**src/hw/rtl/vt4_pkg.sv**
```systemverilog
// Shared constants, types and reset values for the 4x4 vertex transform core.
`default_nettype none
package vt4_pkg;

    localparam int FRAC_BITS = 16;
    localparam int DIM       = 4;
    localparam int LANES     = 4;
    localparam int FIX_W     = 32;
    localparam int PROD_W    = 2 * FIX_W;
    localparam int SUM_W     = PROD_W + $clog2(LANES);
    localparam int NUM_REGS  = 2 * LANES;
    localparam int CFG_IDX_W = $clog2(NUM_REGS);
    localparam int CFG_W     = 2 * FIX_W;

    localparam logic [FIX_W-1:0] FIX_ONE = FIX_W'(64'd1 << FRAC_BITS);
    localparam logic [FIX_W-1:0] FIX_MAX = {1'b0, {(FIX_W-1){1'b1}}};
    localparam logic [FIX_W-1:0] FIX_MIN = {1'b1, {(FIX_W-1){1'b0}}};

    typedef logic signed [FIX_W-1:0]  t_fix;
    typedef logic signed [PROD_W-1:0] t_prod;
    typedef logic signed [SUM_W-1:0]  t_sum;
    typedef t_fix t_vec [LANES];
    typedef t_sum t_sum_vec [LANES];

    typedef struct packed {
        logic en_mul;
        logic en_add;
        logic en_out;
    } t_pipe_ctl;

    // Identity matrix: 1.0 on the diagonal.
    // Diagonal entry r lives in register 2r + r/2, in the half picked by r's low bit.
    function automatic logic [CFG_W-1:0] cfg_reset(input int idx);
        logic [CFG_W-1:0] v;
        v = '0;
        for (int r = 0; r < LANES; r++) begin
            if (2 * r + r / 2 == idx) begin
                v[(r % 2) * FIX_W +: FIX_W] = FIX_ONE;
            end
        end
        return v;
    endfunction

endpackage
`default_nettype wire

```
**src/hw/rtl/vt4_merge.sv**
```systemverilog
// Merge stage: scale each lane sum, clip to 32 bits, collect the clip flag.
`default_nettype none
module vt4_merge
    import vt4_pkg::*;
(
    input  wire logic     i_clk,
    input  wire logic     i_en,
    input  wire t_sum_vec i_sum,
    output t_vec          o_out,
    output logic          o_sat
);

    t_vec n_out;
    logic n_sat;
    t_vec r_out;
    logic r_sat;

    always_comb begin
        t_sum q;
        n_sat = 1'b0;
        for (int r = 0; r < LANES; r++) begin
            q = i_sum[r] >>> FRAC_BITS;
            // in range when the result's sign bit and all bits above it agree
            if (&q[SUM_W-1:FIX_W-1] || ~|q[SUM_W-1:FIX_W-1]) begin
                n_out[r] = q[FIX_W-1:0];
            end else begin
                n_out[r] = q[SUM_W-1] ? FIX_MIN : FIX_MAX;
                n_sat    = 1'b1;
            end
        end
    end

    always_ff @(posedge i_clk) begin
        if (i_en) begin
            r_out <= n_out;
            r_sat <= n_sat;
        end
    end

    assign o_out = r_out;
    assign o_sat = r_sat;

endmodule
`default_nettype wire

```
**config.mk**
```make
export PLATFORM = sky130hd
export DESIGN_NAME = vt4_merge
export DESIGN_NICKNAME = d
export VERILOG_FILES = /design/src/hw/rtl/vt4_pkg.sv /design/src/hw/rtl/vt4_merge.sv
export SDC_FILE = /design/constraint.sdc
export NUM_CORES = 1
export LEC_CHECK = 0
export CORE_UTILIZATION = 25
export CTS_BUF_LIST = sky130_fd_sc_hd__clkbuf_8
export DETAILED_ROUTE_END_ITERATION = 8
export DONT_BUFFER_PORTS = 1
export SYNTH_ARGS = -nofsm -noshare
export SYNTH_HDL_FRONTEND = slang
export SYNTH_SLANG_ARGS = --single-unit
```
**constraint.sdc**
```tcl
create_clock -name i_clk -period 1.9 [get_ports i_clk]
set_clock_uncertainty 0.15 [all_clocks]
set_input_delay 0.095 -clock i_clk [delete_from_list [all_inputs] [get_ports i_clk]]
set_output_delay 0.095 -clock i_clk [all_outputs]
set_load 0.02 [all_outputs]
```
==> flow_summary.ini, run 1 <==
[floorplanning]
row_count = 54
start_util = 0.256
die_y_microns = 152
io_pins = 395
dieWidth_microns = 152

[clocking]
post_cts_resized = 0
clk_path_buf_depth = 2
cts.htree.levels = 4
clockRootBuffer = clkbuf_8
cts_setup_buffers = 0
cts.sinks = 129
hold_buffers = 128
cts_made_buffers = 17

[outcome]
run_status = stopped before the end
error = [ERROR RSZ-0060] Max buffer count reached.
stop_stage = clock tree synthesis

[yosys]
netlist_top_cells_count = 129 x edfxtp_1, 85 x a21o_2, 39 x a21o_1
ys.flop_type = edfxtp_1
synthCells = 342
ys_async_sr_fraction = 0
synth-edff-count = 129
avgSynthCellArea_sq_um = 16.4
synth_seq_cells = 129
synth_top_area_cell = edfxtp_1
synth_area_leaders = edfxtp_1 69%, a21o_2 13%, a21o_1 5.2%
syn-cell-area_sq_um = 5610
syn_nets = 608
yosys_warnings = 0
synth_top_area_frac = 0.690
ys_types = 16
yosysSeqAreaShare = 0.690
synth.most_common_cell = edfxtp_1

[place]
placed_cells = 605
hpwl_microns = 9480
placed_cell_area_sq_um = 5860
place_congestion = 0.824
port_buffers = 0
[logic make-up after synthesis]
logic type	after synthesis	share of synthesized area
AOI/OAI and AO/OA	132	0.201
and+or+nand+nor	53	0.0600
DFF	129	0.690
buffers and inverters	28	0.0488
[stage by stage]
stage / util / setup WS, ps
after floorplan: - / 357
after global placement: 0.268 / 44.2
after detailed placement: 0.268 / -56.7
==> run 2: changes to the inputs <==
- CORE_UTILIZATION: 25 -> 20
- CTS_BUF_LIST: sky130_fd_sc_hd__clkbuf_8 -> not set
- PLACE_DENSITY_LB_ADDON: not set -> 0.15
==> flow_summary.ini, run 2 <==
[min_path]
min_delay_path_depth = 0
hp-start = i_en
hold_path.class = in -> reg
min_to = o_out[95]

[global_routing]
grt_pass1_vias = 3729
antenna_found_initial = 0
grt_pass1_wl_microns = 21300
grt_max_degree = 130
grt.overflow.total = 0
track_usage = 0.0998

[timing]
finalCriticalPeriod_ps = 1530
finalHoldWorstSlack_ps = -349
max_freq_mhz = 652
final-setup-viol-count = 0
worst_slew_pin_slew_ps = 733
slew_headroom = 0.512
hold_viol_final = 129
slew_viol_final = 0
fin_crit_sh = 0.807
rsz0062_at_grt = false

[yosys]
synth.most_common_cell = edfxtp_1
avgSynthCellArea_sq_um = 16.4
syn-cell-area_sq_um = 5610
synth_top_area_frac = 0.690
syn_nets = 608
synth_area_leaders = edfxtp_1 69%, a21o_2 13%, a21o_1 5.2%
netlist_top_cells_count = 129 x edfxtp_1, 85 x a21o_2, 39 x a21o_1
synth-edff-count = 129
ys_async_sr_fraction = 0
synth_top_area_cell = edfxtp_1
ys_types = 16
synthCells = 342
synth_seq_cells = 129
yosys_warnings = 0
ys.flop_type = edfxtp_1
yosysSeqAreaShare = 0.690

[place]
port_buffers = 0
hpwl_microns = 9860
place_congestion = 0.724

[clocking]
clkSlewWorstSetupHoldPaths_ps = 60
post_cts_resized = 0
cts_setup_buffers = 0
clk_path_buf_depth = 2
cts_tree = yes
cts_made_buffers = 17
cts.htree.levels = 4
cts.sinks = 129
hold_buffers = 128
clockRootBuffer = clkbuf_16

[floorplanning]
die_y_microns = 169
core_area_sq_um = 27300
dieArea_sq_um = 28700
dieWidth_microns = 169
io_pins = 395
start_util = 0.206
row_count = 60

[final_layout]
multi_input_area_sq_um = 1510
antenna_cells = 0
area_growth_pct = 41.7
largest_register_ffs = 128
utilization = 0.292
final_nets = 742
final_common_cell = edfxtp_1
ff_latch_area_sq_um = 3870
n_fill_cell = 2776
layout_common_cells = 129 x edfxtp_1, 128 x dlygate4sd3_1, 85 x a21o_2
drive_above_1_share = 0.286

[critical_path]
crit_chain = dlygate4sd3_1 -> a311oi_4 -> buf_12 -> a21o_1
cp_top_family = buffers and inverters
cp-start-kind = input port
endpoint_kind = flip-flop
cp_num_buf_inv = 2
critPathMaxStageDelay_ps = 630
crit_fanout = 18
arrival_ps = 1660
slowest_stage = a311oi_4
worstPathRequired_ps = 2020
critical_path_class = in -> reg

[pwr]
power_mw = 7.69
p_sw_mw = 1.79
p_clk_frac = 0.451
leakage_nw = 3.06
ir_worst_vdd_mv = 0.536
p_comb_frac = 0.056
p_int_mw = 5.90
sw_frac_of_total = 0.233
seqPwrFrac = 0.493
p_per_area_nw_per_um2 = 967

[route]
dr.pass1.iters = 4
viasPerCell = 4.13
num_vias = 3553
drtAntennaViolNets = 0
wl_per_cell_microns = 17.0
initialDrtViolationCount = 89
remaining_drc_errors = 0
wl_microns = 14700

[outcome]
violations = negative hold slack
run_status = complete, but fails checks

[flow_run]
drv_cap = 0
run 2: cell counts after synthesis:
Identical to the previous run, type by type.
run 2: per-layer routing:
metal  GRT usage  vias up  routed length (microns)
met5           0        -                        0
met4      0.0423        0                      183
met3      0.0450        9                     1280
met2       0.171      167                     7560
met1       0.106     1725                     5640
li1            -     1652                        -
run 2: cells by family (layout without fill, tap and decap cells):
kind of cell	after synthesis	count (layout)	share of synthesized area
flip-flops	129	129	0.690
AND/OR/NAND/NOR	53	53	0.0600
AO/OA/AOI/OAI	132	132	0.201
buffers and inverters	28	175	0.0488
run 2: layout make-up:
cell class,instances,share of cell area
flip-flops and latches,129,0.487
multi-input cells,185,0.190
repair buffers,143,0.186
well taps,372,0.0585
clock buffers,18,0.0540
clock inverters,14,0.0236
run 2: worst max path at each step:
stage                end  cells after the start  slack (ps)        from
3_3_place_gp   o_out[70]                      7          60  i_sum[190]
6_report       o_out[45]                      4         370  i_sum[131]
4_1_cts        o_out[59]                      4         380  i_sum[131]
3_5_place_dp   o_out[70]                      7         -10  i_sum[190]
5_1_grt        o_out[45]                      6         270  i_sum[125]
2_1_floorplan  o_out[10]                      6         360   i_sum[58]
run 2: metrics by stage:
stage / cells / cell area, sq um / TNS, ps / setup slack [ps] / hold WS (ps)
floorplan: 342 / 5610 / 0 / 357 / 57.5
global placement: 701 / 6050 / 0 / 58.6 / 44.2
global route: 861 / 7950 / 0 / 275 / -374
detailed placement: 701 / 6050 / -21.5 / -10.4 / 44.1
CTS: 861 / 7950 / 0 / 383 / -378
finish: 861 / 7950 / 0 / 367 / -349
run 2: power by group through the flow:
stage / logic [mW] / clock network (mW) / registers (mW)
after global placement: 0.205 / 0 / 3.87
after CTS: 0.436 / 3.62 / 3.80
after detailed placement: 0.216 / 0 / 3.85
after floorplan: 0.188 / 0 / 3.80
after global routing: 0.471 / 3.73 / 3.81
final: 0.434 / 3.47 / 3.79
(Power assumes the default switching activity.)
==> run 3: changes to the inputs <==
- ABC_AREA: not set -> 1
- clock period: 1.9 -> 1.28 ns (I/O delays scaled with it)
==> flow_summary.ini, run 3 <==
[clocking]
cts_tree = yes
cts.sinks = 129
hold_buffers = 128
clkSlewWorstSetupHoldPaths_ps = 70
post_cts_resized = 0
cts_setup_buffers = 0
cts_made_buffers = 17
cts.htree.levels = 4
clockRootBuffer = clkbuf_16
clk_path_buf_depth = 2

[place]
place_congestion = 0.770
hpwl_microns = 11500
placed_cells = 905
port_buffers = 0
placed_cell_area_sq_um = 6110

[timing]
final-setup-viol-count = 0
slew_viol_final = 0
max_freq_mhz = 876
rsz0062_at_grt = false
finalHoldWorstSlack_ps = -387
worst_slew_pin_slew_ps = 268
hold_viol_final = 129
finalCriticalPeriod_ps = 1140
fin_crit_sh = 0.892
slew_headroom = 0.822
tns_ps = 0

[global_routing]
track_usage = 0.112
grt_pass1_vias = 4427
grt_max_degree = 130
grt_pass1_wl_microns = 24300
grt.overflow.total = 0
antenna_found_initial = 1

[final_layout]
utilization = 0.286
layout_common_cells = 292 x nand2_1, 129 x edfxtp_1, 128 x dlygate4sd3_1
drive_above_1_share = 0.0815
final_nets = 940
stdcell_count = 1066
final_common_cell = nand2_1
largest_register_ffs = 128
finalInstanceArea_sq_um = 7960
area_growth_pct = 40.5

[critical_path]
worstPathRequired_ps = 1070
endpoint_kind = output pin
arrival_ps = 930
crit_fanout = 1
cp-start-kind = flip-flop
critical_path_class = reg -> out

[route]
wl_microns = 16600
initialDrtViolationCount = 229
viasPerCell = 4.01
num_vias = 4270
dr.pass1.iters = 4
drtAntennaViolNets = 0
wl_per_cell_microns = 15.6
remaining_drc_errors = 0

[yosys]
ys_async_sr_fraction = 0
netlist_top_cells_count = 292 x nand2_1, 129 x edfxtp_1, 55 x nor2_1
synth.most_common_cell = nand2_1
synthCells = 540
synth_top_area_frac = 0.684
synth_area_leaders = edfxtp_1 68%, nand2_1 19%, nor2_1 3.6%
ys_types = 19
ys.flop_type = edfxtp_1
syn_nets = 806
synth-edff-count = 129
yosysSeqAreaShare = 0.684
yosys_warnings = 0
avgSynthCellArea_sq_um = 10.5
syn-cell-area_sq_um = 5660
synth_seq_cells = 129
synth_top_area_cell = edfxtp_1

[pwr]
power_mw = 10.9
leakage_nw = 2.96
ir_worst_vdd_mv = 0.715
p_per_area_nw_per_um2 = 1370

[floorplanning]
row_count = 61
io_pins = 395
start_util = 0.204
dieWidth_microns = 170
dieArea_sq_um = 29000
core_area_sq_um = 27800
die_y_microns = 170

[outcome]
run_status = complete, but fails checks
violations = negative hold slack

[flow_run]
drv_cap = 0

[min_path]
hold_path.class = in -> reg
==> run 3: cell count changes after synthesis, sizes merged, moves of 9 or more <==
cell,change
nand3,+9
nor4,-20
a21o,-124
nand4,-13
nand2,+295
nor2,+48
==> run 3: final cells by class <==
| class | count | area (sq um) |
|---|---|---|
| Antenna cell | 1 | 2.50 |
| Clock buffer | 17 | 425 |
| Timing Repair Buffer | 143 | 1510 |
| Inverter | 5 | 18.8 |
| Fill cell | 2895 | 19800 |
| Tap cell | 378 | 473 |
| Multi-Input combinational cell | 378 | 1520 |
| Clock inverter | 15 | 135 |
| Sequential cell | 129 | 3870 |
==> run 3: cells by family (layout without fill, tap and decap cells) <==
| kind of cell | after synthesis | count (layout) | synth area share |
|---|---|---|---|
| flops | 129 | 129 | 0.684 |
| buf+inv | 33 | 180 | 0.0475 |
| other cells | 0 | 1 | 0 |
| simple gates | 378 | 378 | 0.268 |
==> run 3: final timing paths <==
kind	start	endpoint	slack (ps)	cells after the start
setup / recovery	o_out[41]	o_out[41]	140	0
hold / removal	i_en	o_out[28]	-390	0
==> run 3: routing by layer <==
metal  wire [microns]  up-vias  global-route usage
li1                 -     2038                   -
met4              262        0              0.0419
met3             1470       21              0.0470
met5                0        -                   0
met2             8540      221               0.199
met1             6340     1990               0.117
==> run 3: stage by stage <==
stage	hold slack [ps]	setup slack (ps)
finish	-387	139
global route	-415	101
CTS	-410	95.1
detailed placement	13.2	-118
global placement	13.1	-99.8
floorplan	26.5	35.9
==> run 3: power by group <==
group / internal, mW / total [mW] / switching, mW
combinational: 0.374 / 0.599 / 0.225
sequential: 5.05 / 5.62 / 0.572
clock: 2.69 / 4.70 / 2.01
total: 8.12 / 10.9 / 2.80
